<file path="src/hdl/jdcm_pkg.sv">
package jdcm_pkg;

  typedef enum logic [2:0] {
    OP_ENQ      = 3'd0,
    OP_CLAIM    = 3'd1,
    OP_COMPLETE = 3'd2,
    OP_RET_ONE  = 3'd3,
    OP_RET_ALL  = 3'd4,
    OP_QUERY    = 3'd5,
    OP_RSV6     = 3'd6,
    OP_RSV7     = 3'd7
  } op_t;

  localparam logic [2:0] ST_NEVER     = 3'd0;
  localparam logic [2:0] ST_QUEUED    = 3'd1;
  localparam logic [2:0] ST_RUNNING   = 3'd2;
  localparam logic [2:0] ST_COMPLETED = 3'd3;
  localparam logic [2:0] ST_RETIRED   = 3'd4;

  localparam logic [1:0] RC_OK   = 2'd0;
  localparam logic [1:0] RC_NONE = 2'd1;
  localparam logic [1:0] RC_BAD  = 2'd2;
  localparam logic [1:0] RC_FULL = 2'd3;

  typedef enum logic [2:0] {
    S_IDLE,
    S_READ,
    S_SCAN,
    S_EXEC,
    S_OUT,
    S_RALL
  } state_t;

  // controller -> datapath
  typedef struct packed {
    logic load;     // capture input item, start status read
    logic scan;     // advance search index
    logic exec;     // apply the operation
    logic rall;     // retire-all step: emit entry at scan index
  } cmd_t;

  // datapath -> controller
  typedef struct packed {
    logic valid_op;
    logic is_scan;   // op needs a search pass
    logic is_rall;
    logic scan_done; // search finished
    logic rall_empty;
    logic rall_last;
  } sts_t;

endpackage

</file>
<file path="src/hdl/jdcm_ctrl.sv">
module jdcm_ctrl (
  input  logic          clk,
  input  logic          rst_n,
  input  logic          in_valid,
  output logic          in_ready,
  output logic          out_valid,
  input  logic          out_ready,
  input  jdcm_pkg::sts_t sts,
  output jdcm_pkg::cmd_t cmd
);
  import jdcm_pkg::*;

  state_t state_r, state_nxt;

  always_ff @(posedge clk) begin
    if (!rst_n) state_r <= S_IDLE;
    else state_r <= state_nxt;
  end

  always_comb begin
    state_nxt = state_r;
    cmd = '0;
    in_ready = 1'b0;
    out_valid = 1'b0;
    unique case (state_r)
      S_IDLE: begin
        in_ready = 1'b1;
        if (in_valid) begin
          cmd.load = 1'b1;
          state_nxt = S_READ;
        end
      end
      S_READ: begin
        if (!sts.valid_op) state_nxt = S_IDLE;
        else if (sts.is_rall) state_nxt = S_RALL;
        else if (sts.is_scan) state_nxt = S_SCAN;
        else state_nxt = S_EXEC;
      end
      S_SCAN: begin
        cmd.scan = 1'b1;
        if (sts.scan_done) state_nxt = S_EXEC;
      end
      S_EXEC: begin
        cmd.exec = 1'b1;
        state_nxt = S_OUT;
      end
      S_OUT: begin
        out_valid = 1'b1;
        if (out_ready) state_nxt = S_IDLE;
      end
      S_RALL: begin
        out_valid = 1'b1;
        if (out_ready) begin
          cmd.rall = 1'b1;
          if (sts.rall_empty || sts.rall_last) state_nxt = S_IDLE;
        end
      end
      default: state_nxt = S_IDLE;
    endcase
  end
endmodule

</file>
<file path="src/hdl/jdcm_dp.sv">
module jdcm_dp #(
  parameter int MAX_JOBS     = 256,
  parameter int QUEUE_DEPTH  = 16,
  parameter int CHANNEL_BITS = 32
) (
  input  logic                 clk,
  input  logic                 rst_n,
  input  logic [2:0]           in_op,
  input  logic [7:0]           in_job_id,
  input  logic [31:0]          in_channels,
  input  jdcm_pkg::cmd_t       cmd,
  output jdcm_pkg::sts_t       sts,
  output logic [7:0]           out_result_job_id,
  output logic [2:0]           out_job_state,
  output logic [1:0]           out_result_code,
  output logic                 out_last,
  output logic [31:0]          out_completed_total
);
  import jdcm_pkg::*;

  localparam int JW = (MAX_JOBS > 1) ? $clog2(MAX_JOBS) : 1;
  localparam int CW = $clog2(MAX_JOBS + 1);
  localparam int QW = (QUEUE_DEPTH > 1) ? $clog2(QUEUE_DEPTH) : 1;
  localparam int NW = $clog2(QUEUE_DEPTH + 1);
  localparam int MW = (CHANNEL_BITS < 32) ? CHANNEL_BITS : 32;
  localparam int AW = (JW < 8) ? JW : 8;

  logic [2:0] status_mem [MAX_JOBS];
  logic [JW-1:0] q_ids [QUEUE_DEPTH];
  logic [MW-1:0] q_msk [QUEUE_DEPTH];
  logic [JW-1:0] c_ids [QUEUE_DEPTH];

  logic [CW-1:0] next_id_r;
  logic [NW-1:0] qcnt_r, ccnt_r, idx_r;
  logic [31:0]   events_r;
  op_t           op_r;
  logic [7:0]    id_r;
  logic [MW-1:0] ch_r;
  logic          inrange_r;
  logic [2:0]    rd_r;
  logic [2:0]    st;
  logic          found_r;
  logic [QW-1:0] fidx_r;

  logic [7:0] res_id_r;
  logic [2:0] res_st_r;
  logic [1:0] res_rc_r;

  logic [QW-1:0] idx_q;
  logic          scan_end, hit;
  logic [JW-1:0] idw;
  logic          swr;
  logic [JW-1:0] swa;
  logic [2:0]    swd;

  assign idx_q = idx_r[QW-1:0];
  assign idw = JW'(id_r[AW-1:0]);
  // ids are handed out in order, so only ids below next_id_r were written
  assign st = (inrange_r && (CW'(idw) < next_id_r)) ? rd_r : ST_NEVER;

  always_comb begin
    scan_end = 1'b1;
    hit = 1'b0;
    if (op_r == OP_CLAIM) begin
      scan_end = (idx_r >= qcnt_r);
      hit = !scan_end && ((q_msk[idx_q] & ch_r) != '0);
    end else if (op_r == OP_RET_ONE) begin
      scan_end = (idx_r >= ccnt_r);
      hit = !scan_end && (c_ids[idx_q] == idw);
    end
  end

  assign sts.valid_op = (op_r != OP_RSV6) && (op_r != OP_RSV7);
  assign sts.is_scan = (op_r == OP_CLAIM) || (op_r == OP_RET_ONE);
  assign sts.is_rall = (op_r == OP_RET_ALL);
  assign sts.scan_done = scan_end || hit || found_r;
  assign sts.rall_empty = (ccnt_r == '0);
  assign sts.rall_last = (idx_r + NW'(1) >= ccnt_r);

  always_comb begin
    swr = 1'b0;
    swa = idw;
    swd = ST_NEVER;
    if (cmd.exec) begin
      case (op_r)
        OP_ENQ: begin
          swa = next_id_r[JW-1:0];
          swd = ST_QUEUED;
          swr = (next_id_r < CW'(MAX_JOBS)) && (qcnt_r < NW'(QUEUE_DEPTH));
        end
        OP_CLAIM: begin
          swa = q_ids[fidx_r];
          swd = ST_RUNNING;
          swr = found_r;
        end
        OP_COMPLETE: begin
          swd = ST_COMPLETED;
          swr = (st == ST_RUNNING) && (ccnt_r < NW'(QUEUE_DEPTH));
        end
        OP_RET_ONE: begin
          swd = ST_RETIRED;
          swr = (st == ST_COMPLETED);
        end
        default: swr = 1'b0;
      endcase
    end else if (cmd.rall && ccnt_r != '0) begin
      swa = c_ids[idx_q];
      swd = ST_RETIRED;
      swr = 1'b1;
    end
  end

  always_ff @(posedge clk) begin
    if (swr) status_mem[swa] <= swd;
    rd_r <= status_mem[idw];
  end

  always_ff @(posedge clk) begin
    if (!rst_n) begin
      next_id_r <= '0;
      qcnt_r <= '0;
      ccnt_r <= '0;
      events_r <= '0;
      idx_r <= '0;
      found_r <= 1'b0;
    end else begin
      if (cmd.load) begin
        op_r <= op_t'(in_op);
        id_r <= in_job_id;
        inrange_r <= (32'(in_job_id) < 32'(MAX_JOBS));
        ch_r <= in_channels[MW-1:0];
        idx_r <= '0;
        found_r <= 1'b0;
      end
      if (cmd.scan) begin
        if (hit) begin
          found_r <= 1'b1;
          fidx_r <= idx_q;
        end else idx_r <= idx_r + NW'(1);
      end
      if (cmd.exec) begin
        case (op_r)
          OP_ENQ: begin
            if (swr) begin
              res_id_r <= 8'(next_id_r);
              res_st_r <= ST_QUEUED;
              res_rc_r <= RC_OK;
              q_ids[qcnt_r[QW-1:0]] <= next_id_r[JW-1:0];
              q_msk[qcnt_r[QW-1:0]] <= ch_r;
              qcnt_r <= qcnt_r + NW'(1);
              next_id_r <= next_id_r + CW'(1);
            end else begin
              res_id_r <= '0;
              res_st_r <= ST_NEVER;
              res_rc_r <= RC_FULL;
            end
          end
          OP_CLAIM: begin
            if (found_r) begin
              res_id_r <= 8'(q_ids[fidx_r]);
              res_st_r <= ST_RUNNING;
              res_rc_r <= RC_OK;
              for (int i = 0; i < QUEUE_DEPTH - 1; i++) begin
                if (QW'(i) >= fidx_r) begin
                  q_ids[i] <= q_ids[i+1];
                  q_msk[i] <= q_msk[i+1];
                end
              end
              qcnt_r <= qcnt_r - NW'(1);
            end else begin
              res_id_r <= '0;
              res_st_r <= ST_NEVER;
              res_rc_r <= RC_NONE;
            end
          end
          OP_COMPLETE: begin
            events_r <= events_r + 32'd1;
            res_id_r <= id_r;
            if (st != ST_RUNNING) begin
              res_st_r <= st;
              res_rc_r <= (st == ST_NEVER || st == ST_RETIRED) ? RC_BAD : RC_NONE;
            end else if (!swr) begin
              res_st_r <= st;
              res_rc_r <= RC_FULL;
            end else begin
              res_st_r <= ST_COMPLETED;
              res_rc_r <= RC_OK;
              c_ids[ccnt_r[QW-1:0]] <= idw;
              ccnt_r <= ccnt_r + NW'(1);
            end
          end
          OP_RET_ONE: begin
            res_id_r <= id_r;
            if (!swr) begin
              res_st_r <= st;
              res_rc_r <= (st == ST_NEVER || st == ST_RETIRED) ? RC_BAD : RC_NONE;
            end else begin
              res_st_r <= ST_RETIRED;
              res_rc_r <= RC_OK;
              if (found_r) begin
                for (int i = 0; i < QUEUE_DEPTH - 1; i++)
                  if (QW'(i) >= fidx_r) c_ids[i] <= c_ids[i+1];
                ccnt_r <= ccnt_r - NW'(1);
              end
            end
          end
          default: begin
            res_id_r <= id_r;
            res_st_r <= st;
            res_rc_r <= RC_OK;
          end
        endcase
      end
      if (cmd.rall) begin
        if (ccnt_r == '0 || idx_r + NW'(1) >= ccnt_r) ccnt_r <= '0;
        else idx_r <= idx_r + NW'(1);
      end
    end
  end

  always_comb begin
    if (op_r == OP_RET_ALL) begin
      out_last = sts.rall_empty || sts.rall_last;
      if (sts.rall_empty) begin
        out_result_job_id = '0;
        out_job_state = ST_NEVER;
        out_result_code = RC_NONE;
      end else begin
        out_result_job_id = 8'(c_ids[idx_q]);
        out_job_state = ST_RETIRED;
        out_result_code = RC_OK;
      end
    end else begin
      out_last = 1'b1;
      out_result_job_id = res_id_r;
      out_job_state = res_st_r;
      out_result_code = res_rc_r;
    end
  end
  assign out_completed_total = events_r;
endmodule

</file>
<file path="src/hdl/job_dispatch_with_channel_mask.sv">
// Job dispatcher with channel-mask affinity.
// Input channel (in_valid/in_ready) carries op, job_id and channels; the
// result channel (out_valid/out_ready) returns one result per item, or one
// per completed job for retire-all, with out_last on the final one.
// One item is handled at a time. Enqueue, complete and query pass through
// a status read state and an execute state before they present their
// result. Claim and retire-one add a search state between the two that
// compares one queue or completed-list entry at a time, in order, until the
// first match or the end of the list.
// Retire-all goes from the status read state to presenting its first result,
// then one result per cycle while the receiver is ready.
// The status table is a memory with one write and one read port; ids at or
// above the next job id read as never seen.
// Reserved ops are dropped with no result; the block goes back to idle
// after the status read state.
// Synchronous reset clears all counts, so every job reads as never seen;
// no clearing pass is needed. A stalled receiver holds the result and the
// block takes no new item until every result of the current one is taken.
module job_dispatch_with_channel_mask #(
  parameter int MAX_JOBS     = 256,
  parameter int QUEUE_DEPTH  = 16,
  parameter int CHANNEL_BITS = 32
) (
  input  logic        clk,
  input  logic        rst_n,
  input  logic        in_valid,
  output logic        in_ready,
  input  logic [2:0]  in_op,
  input  logic [7:0]  in_job_id,
  input  logic [31:0] in_channels,
  output logic        out_valid,
  input  logic        out_ready,
  output logic [7:0]  out_result_job_id,
  output logic [2:0]  out_job_state,
  output logic [1:0]  out_result_code,
  output logic        out_last,
  output logic [31:0] out_completed_total
);
  import jdcm_pkg::*;

  cmd_t cmd;
  sts_t sts;

  jdcm_ctrl u_ctrl (
    .clk, .rst_n, .in_valid, .in_ready, .out_valid, .out_ready,
    .sts, .cmd
  );

  jdcm_dp #(
    .MAX_JOBS(MAX_JOBS), .QUEUE_DEPTH(QUEUE_DEPTH), .CHANNEL_BITS(CHANNEL_BITS)
  ) u_dp (
    .clk, .rst_n, .in_op, .in_job_id, .in_channels, .cmd, .sts,
    .out_result_job_id, .out_job_state, .out_result_code, .out_last,
    .out_completed_total
  );
endmodule

</file>
<file path="config.mk">
export PLATFORM = sky130hd
export DESIGN_NAME = job_dispatch_with_channel_mask
export DESIGN_NICKNAME = d
export VERILOG_FILES = /design/src/hdl/jdcm_pkg.sv /design/src/hdl/jdcm_ctrl.sv /design/src/hdl/jdcm_dp.sv /design/src/hdl/job_dispatch_with_channel_mask.sv
export SDC_FILE = /design/constraint.sdc
export NUM_CORES = 2
export LEC_CHECK = 0
export ABC_AREA = 1
export BUFFER_PORTS_ARGS = -buffer_cell sky130_fd_sc_hd__buf_2
export CAP_MARGIN = 20
export CORE_ASPECT_RATIO = 0.7
export CORE_MARGIN = 2
export CORE_UTILIZATION = 25
export DETAILED_ROUTE_END_ITERATION = 8
export GPL_TIMING_DRIVEN = 0
export PLACE_DENSITY = 0.39
export SLEW_MARGIN = 20
export SYNTH_ARGS = -nofsm -noshare
export SYNTH_HDL_FRONTEND = slang
export SYNTH_HIERARCHICAL = 1
export SYNTH_SLANG_ARGS = --single-unit
</file>
<file path="constraint.sdc">
create_clock -name clk -period 10.2 [get_ports clk]
set_input_delay 0 -clock clk [delete_from_list [all_inputs] [get_ports clk]]
set_output_delay 0 -clock clk [all_outputs]
set_load 0.03 [all_outputs]
</file>
; ---- Word level (Yosys, flattened, before mapping)
; Memory sizes are Yosys's and may differ from the RTL's. A register that Yosys moved wholly into a read port is not among the register bits.
; Index checks and enable logic that the tools add are counted.
[word_totals]
regBits = 120
ram_bits = 1536
in_bits = 47
output_inout_bits = 48
word_cells = 362
mem_count = 4
[classes]
add_sub_neg = 7
magnitude_cmp = 22
n_eq_ne = 23
n_mux = 260
bitwise = 1
reduce_logical = 31
[mem_list]
columns = name, words, word_bits, rd, rd_ports_with_merged_regs, write_ports, line
row1 = u_dp.status_mem, 256, 3, 1, 1, 1, jdcm_dp.sv:28  ; logic [2:0] status_mem [MAX_JOBS];
row2 = u_dp.q_msk, 16, 32, 16, 1, 15, jdcm_dp.sv:30  ; logic [MW-1:0] q_msk [QUEUE_DEPTH];
row3 = u_dp.c_ids, 16, 8, 16, 1, 15, jdcm_dp.sv:31  ; logic [JW-1:0] c_ids [QUEUE_DEPTH];
row4 = u_dp.q_ids, 16, 8, 16, 1, 15, jdcm_dp.sv:29  ; logic [JW-1:0] q_ids [QUEUE_DEPTH];
[op_table]
columns = operator, n
row1 = $mux 1, 201
row2 = $mux 5, 14
row3 = $mux 8, 8
row4 = $mux 3, 15
row5 = $add 32x1->32 const B, 1
row6 = $and 32x32->32, 1
row7 = $mux 32, 1
row8 = $pmux 8 s2, 2
row9 = $reduce_bool 32->1, 1
row10 = $reduce_or 32->1, 1
row11 = $ge 4x4->1 const A, 7
row12 = $mux 4, 6
row13 = $pmux 3 s4, 2
row14 = $pmux 5 s2, 2
row15 = $eq 3x2->1 const B, 6
row16 = $pmux 3 s6, 1
row17 = $ge 3x4->1 const A, 4
row18 = $reduce_or 8->1, 2
row19 = $add 5x1->5 const B, 3
row20 = $ge 5x5->1, 3
row21 = $eq 3x3->1 const B, 4
row22 = $mux 2, 6
row23 = $lt 5x5->1 const B, 2
row24 = $sub 5x1->5 const B, 2
row25 = other kinds (25), 49

; ---- Logic depth before layout (Yosys ltp)
[logic_depth]
ltp_word = 13
depth_mapped = 25
depth_no_buf = 22

; ---- Hierarchy
; Netlist, hierarchy kept.
[modules_own_cells]
columns = mod, instances, cells_per_inst, area_per_inst_um2, seq_area_each_um2
row1 = jdcm_dp, 1, 8038, 78755.5, 49207.2
row2 = jdcm_ctrl, 1, 43, 237.7, 60.1

; ---- Worst setup path after synthesis
; Ideal clock, no wire load.
[synth_timing]
kind = register -> register
start = register u_ctrl.state_r[1]
end = memory u_dp.status_mem[0][1] (data pin)
setup_ns = 1.575
t_arrival_ns = 8.038
t_required_ns = 8.625
slack_ns = 0.587
stages_incl_launch_ff = 6
path_buffers = 1
synth_period_minus_slack_ns = 9.613
cell_sequence = dfxtp_1 > inv_2 > nor3_1 > buf_2 > inv_2 > a21oi_1
[synth_rtl]
columns = element, line
row1 = from (decl), jdcm_ctrl.sv:13  ; state_t state_r, state_nxt;
row2 = from (signal assigned), jdcm_ctrl.sv:17  ; else state_r <= state_nxt;
row3 = to (decl), jdcm_dp.sv:28

==> flow_summary.toml <==
[cts]
clk_pin_slew_ns = 0.06
htreeDepth = 4
cts_tree = "yes"
cts_buffers = 192
cts_setup_buffers = 0
clock_sinks = 1663
root_buffer = "clkbuf_16"
clkLatencyLatePin_ns = 0.93
cts_buffer_depth = 4

[route]
wire_per_inst_um = 32.7
vias = 70100
routed_wl_um = 421000
drc = 0
first_pass_iters = 9
first_iter_violations = 12100
via_per_inst = 5.43
ant_nets = 0

[worst_setup_path]
arrival_ns = 7.31
start_kind = "flip-flop"
worstPathRequired_ns = 11.01
path_class = "reg -> reg"
critPathCaptureType = "flip-flop"
cp_max_fo = 10

[finish]
final.fill_count = 32700
syn2layout_area_growth_pct = 18.6
drive_gt1_share_pct = 11.3
regArea_um2 = 49300
finalNetCount = 8635
multi_input_area_um2 = 24700
final_cells = 12900

[power_and_ir_drop]
ir_drop_mv = 0.137
power.density_nw_per_um2 = 170
leakagePower_nw = 34.9
finalPower_mw = 15.9

[sta]
worst_pin_slew_ns = 1.42
finalHoldViolCount = 0
slew_violations = 0
finalWorstSetupSlack_ns = 3.70
rsz0062_at_grt = "false"
worst_clock_skew_ns = 0.124
setup_viol = 0
max_freq_ghz = 0.154
fin_crit_ns = 6.50
slew-limit-headroom_pct = 5.55
fin_crit_sh_pct = 63.8

[synth]
avgSynthCellArea_um2 = 9.78
synthTopCellsByCount = "edfxtp_1, nand2_1, o21ai_0, nor2_1, inv_1"
syn-num-nets = 8162
ys_warn_count = 6
synth_top_cell_by_area = "edfxtp_1"
synthArstFlopShare_pct = 0
synth_area_leaders = "edfxtp_1, nand2_1, o21ai_0, nor2_1, inv_1"
ys_ff_latch = 1663
syn-cell-area_um2 = 79000
synth-seq-area-share_pct = 62.4
synth_top_area_share_pct = 60.7
synth_edf_count = 1596
post_synth_num_cell_types = 57
synth_flop_cell = "edfxtp_1"
syn-instance-count = 8081
yosysMostFrequentCell = "edfxtp_1"

[floorplan]
initial_core_util_pct = 25.2
die_area_um2 = 321000
ios = 95
die_h_um = 474
coreArea_um2 = 314000
rows = 172
fp.dieW_um = 676

[place]
routabilityCongestion = 1.01
portBuffers = 94
placed_cells = 12400
hpwl_um = 306000
dp_slack_ns = 4.19

[grt]
grt_antenna_before_repair = 59
grt_start_max_net_pins = 53
grt_pass1_vias = 64100
grtUsageTotal_pct = 25.5
grt_pass1_wl_um = 559000
grt_remaining_overflow = 0

[outcome]
status = "complete, no violations"

[flow_run]
maxCapViolCount = 0

[hold_path]
min_path_type = "in -> reg"
-- area by class of cell --
type / instances / area share, %
well taps: 4176 / 5.58
plain buffers: 589 / 2.97
flip-flops and latches: 1663 / 52.6
repair buffers: 279 / 3.17
diodes: 14 / 0.0374
multi-input cells: 5122 / 26.3
clock buffers: 238 / 5.46
clock inverters: 103 / 1.00
inverters: 707 / 2.84
-- metal layers --
layer | vias to the layer above | GRT usage, % | part of all wire (%)
met5 | - | 0.211 | 0.036
met4 | 11 | 7.31 | 3.1
met3 | 606 | 8.56 | 14
met2 | 4874 | 32.0 | 36
met1 | 35700 | 39.8 | 47
li1 | 28900 | - | -
-- power by group --
| group | switching, mW | internal [mW] | total (mW) |
|---|---|---|---|
| combinational | 1.09 | 0.311 | 1.40 |
| sequential | 0.0257 | 7.45 | 7.47 |
| clock | 3.07 | 3.97 | 7.04 |
| total | 4.19 | 11.7 | 15.9 |
-- state kept, by name (all words and copies together) (netlist names), named ones only --
signal                    flops
u_dp/fidx_r                   4
u_dp/c_ids                  128
u_dp/next_id_r                9
u_dp/res_id_r                 8
u_dp/out_completed_total     32
u_dp/res_rc_r                 2
u_ctrl/state_r                3
u_dp/status_mem             768
u_dp/found_r                  1
u_dp/idx_r                    5
u_dp/q_msk                  512
u_dp/rd_r                     3
u_dp/id_r                     8
u_dp/op_r                     3
u_dp/ch_r                    32
u_dp/res_st_r                 3
u_dp/q_ids                  128
u_dp/ccnt_r                   5
u_dp/qcnt_r                   5
-- per-stage QoR --
| step | util, % | setup TNS, ns | hold slack (ns) | cell area (um^2) |
|---|---|---|---|---|
| 2_1_floorplan | - | 0 | 0.0989 | 79000 |
| 3_5_place_dp | 27.6 | 0 | 0.179 | 86600 |
| 6_report | 29.8 | 0 | 0.219 | 93700 |
| 5_1_grt | 29.8 | 0 | 0.217 | 93700 |
| 3_3_place_gp | 27.0 | -5359.89 | 0.176 | 84700 |
| 4_1_cts | 29.8 | 0 | 0.146 | 93600 |
-- worst max-delay path, stage by stage, from the launching register on --
cell           delay, ns
dfxtp_1             0.61
buf_2               0.55
clkbuf_1            0.90
nand3_1             0.23
nand3_1             0.15
nand2_1             0.07
nand2_1             0.11
nand2_1             0.07
nor2_1              0.38
nand2_1             0.11
nor2_1              0.46
nand3_1             0.44
nand3_1             0.20
buf_2               0.24
o2111ai_1           0.29
inv_1               0.14
nand3_1             0.08
nand2_1             0.09
inv_2               0.04
nand3_2             0.05
nand2_1             0.04
dlygate4sd3_1       0.54
nor2_1              0.08
dlygate4sd3_1       0.54
-- worst paths after layout --
check / endpoint / slack [ns] / startpoint / depth (start not counted)
setup reg to reg: u_ctrl/state_r[0]$_SDFFE_PN0P_ / 3.70 / u_dp/idx_r[2]$_SDFF_PN0_ / 23
setup / recovery: u_ctrl/state_r[0]$_SDFFE_PN0P_ / 3.70 / u_dp/idx_r[2]$_SDFF_PN0_ / 23
hold reg to reg: u_dp/q_ids[15][1]$_DFFE_PP_ / 0.44 / u_dp/next_id_r[1]$_SDFFE_PN0P_ / 0
hold / removal: u_dp/idx_r[2]$_SDFF_PN0_ / 0.22 / rst_n / 5
-- cells by family after synthesis --
| family | Yosys count | share of synthesized area, % |
|---|---|---|
| flip-flops | 1663 | 62.4 |
| XOR/XNOR | 19 | 0.211 |
| AO/OA/AOI/OAI | 1905 | 13.4 |
| adder cells (fa/ha/maj) | 34 | 0.548 |
| multiplexers | 37 | 0.527 |
| AND/OR/NAND/NOR | 3127 | 16.3 |
| buffers and inverters | 1296 | 6.71 |
-- timing repair --
action	4_1_cts	5_1_grt
hold buffers	92	0
gates resized for setup	0	0
endpoints found under the hold margin	97	0
-- cell usage in the layout (no fill, tap or decap), types with 25 or more instances in the layout --
cell type,synthesis,final
buf_6,13,46
o21ai_0,1159,1140
buf_2,152,257
inv_2,27,27
buf_1,63,54
inv_1,667,666
dfxtp_1,67,67
nor2_1,932,930
clkbuf_2,0,107
o211ai_1,140,140
ha_1,33,33
o21ai_2,46,46
edfxtp_1,1596,1596
o22ai_1,242,241
nand3_1,487,487
mux2_2,37,37
a21oi_1,224,223
o21ai_1,42,58
buf_16,0,25
nand2_2,30,30
dlygate4sd3_1,0,92
clkbuf_16,0,194
nand2_1,1584,1583
clkbuf_1,324,251
buf_4,37,44
clkinv_1,10,48
clkinv_2,0,36
Power figures use the tool's default switching activity.
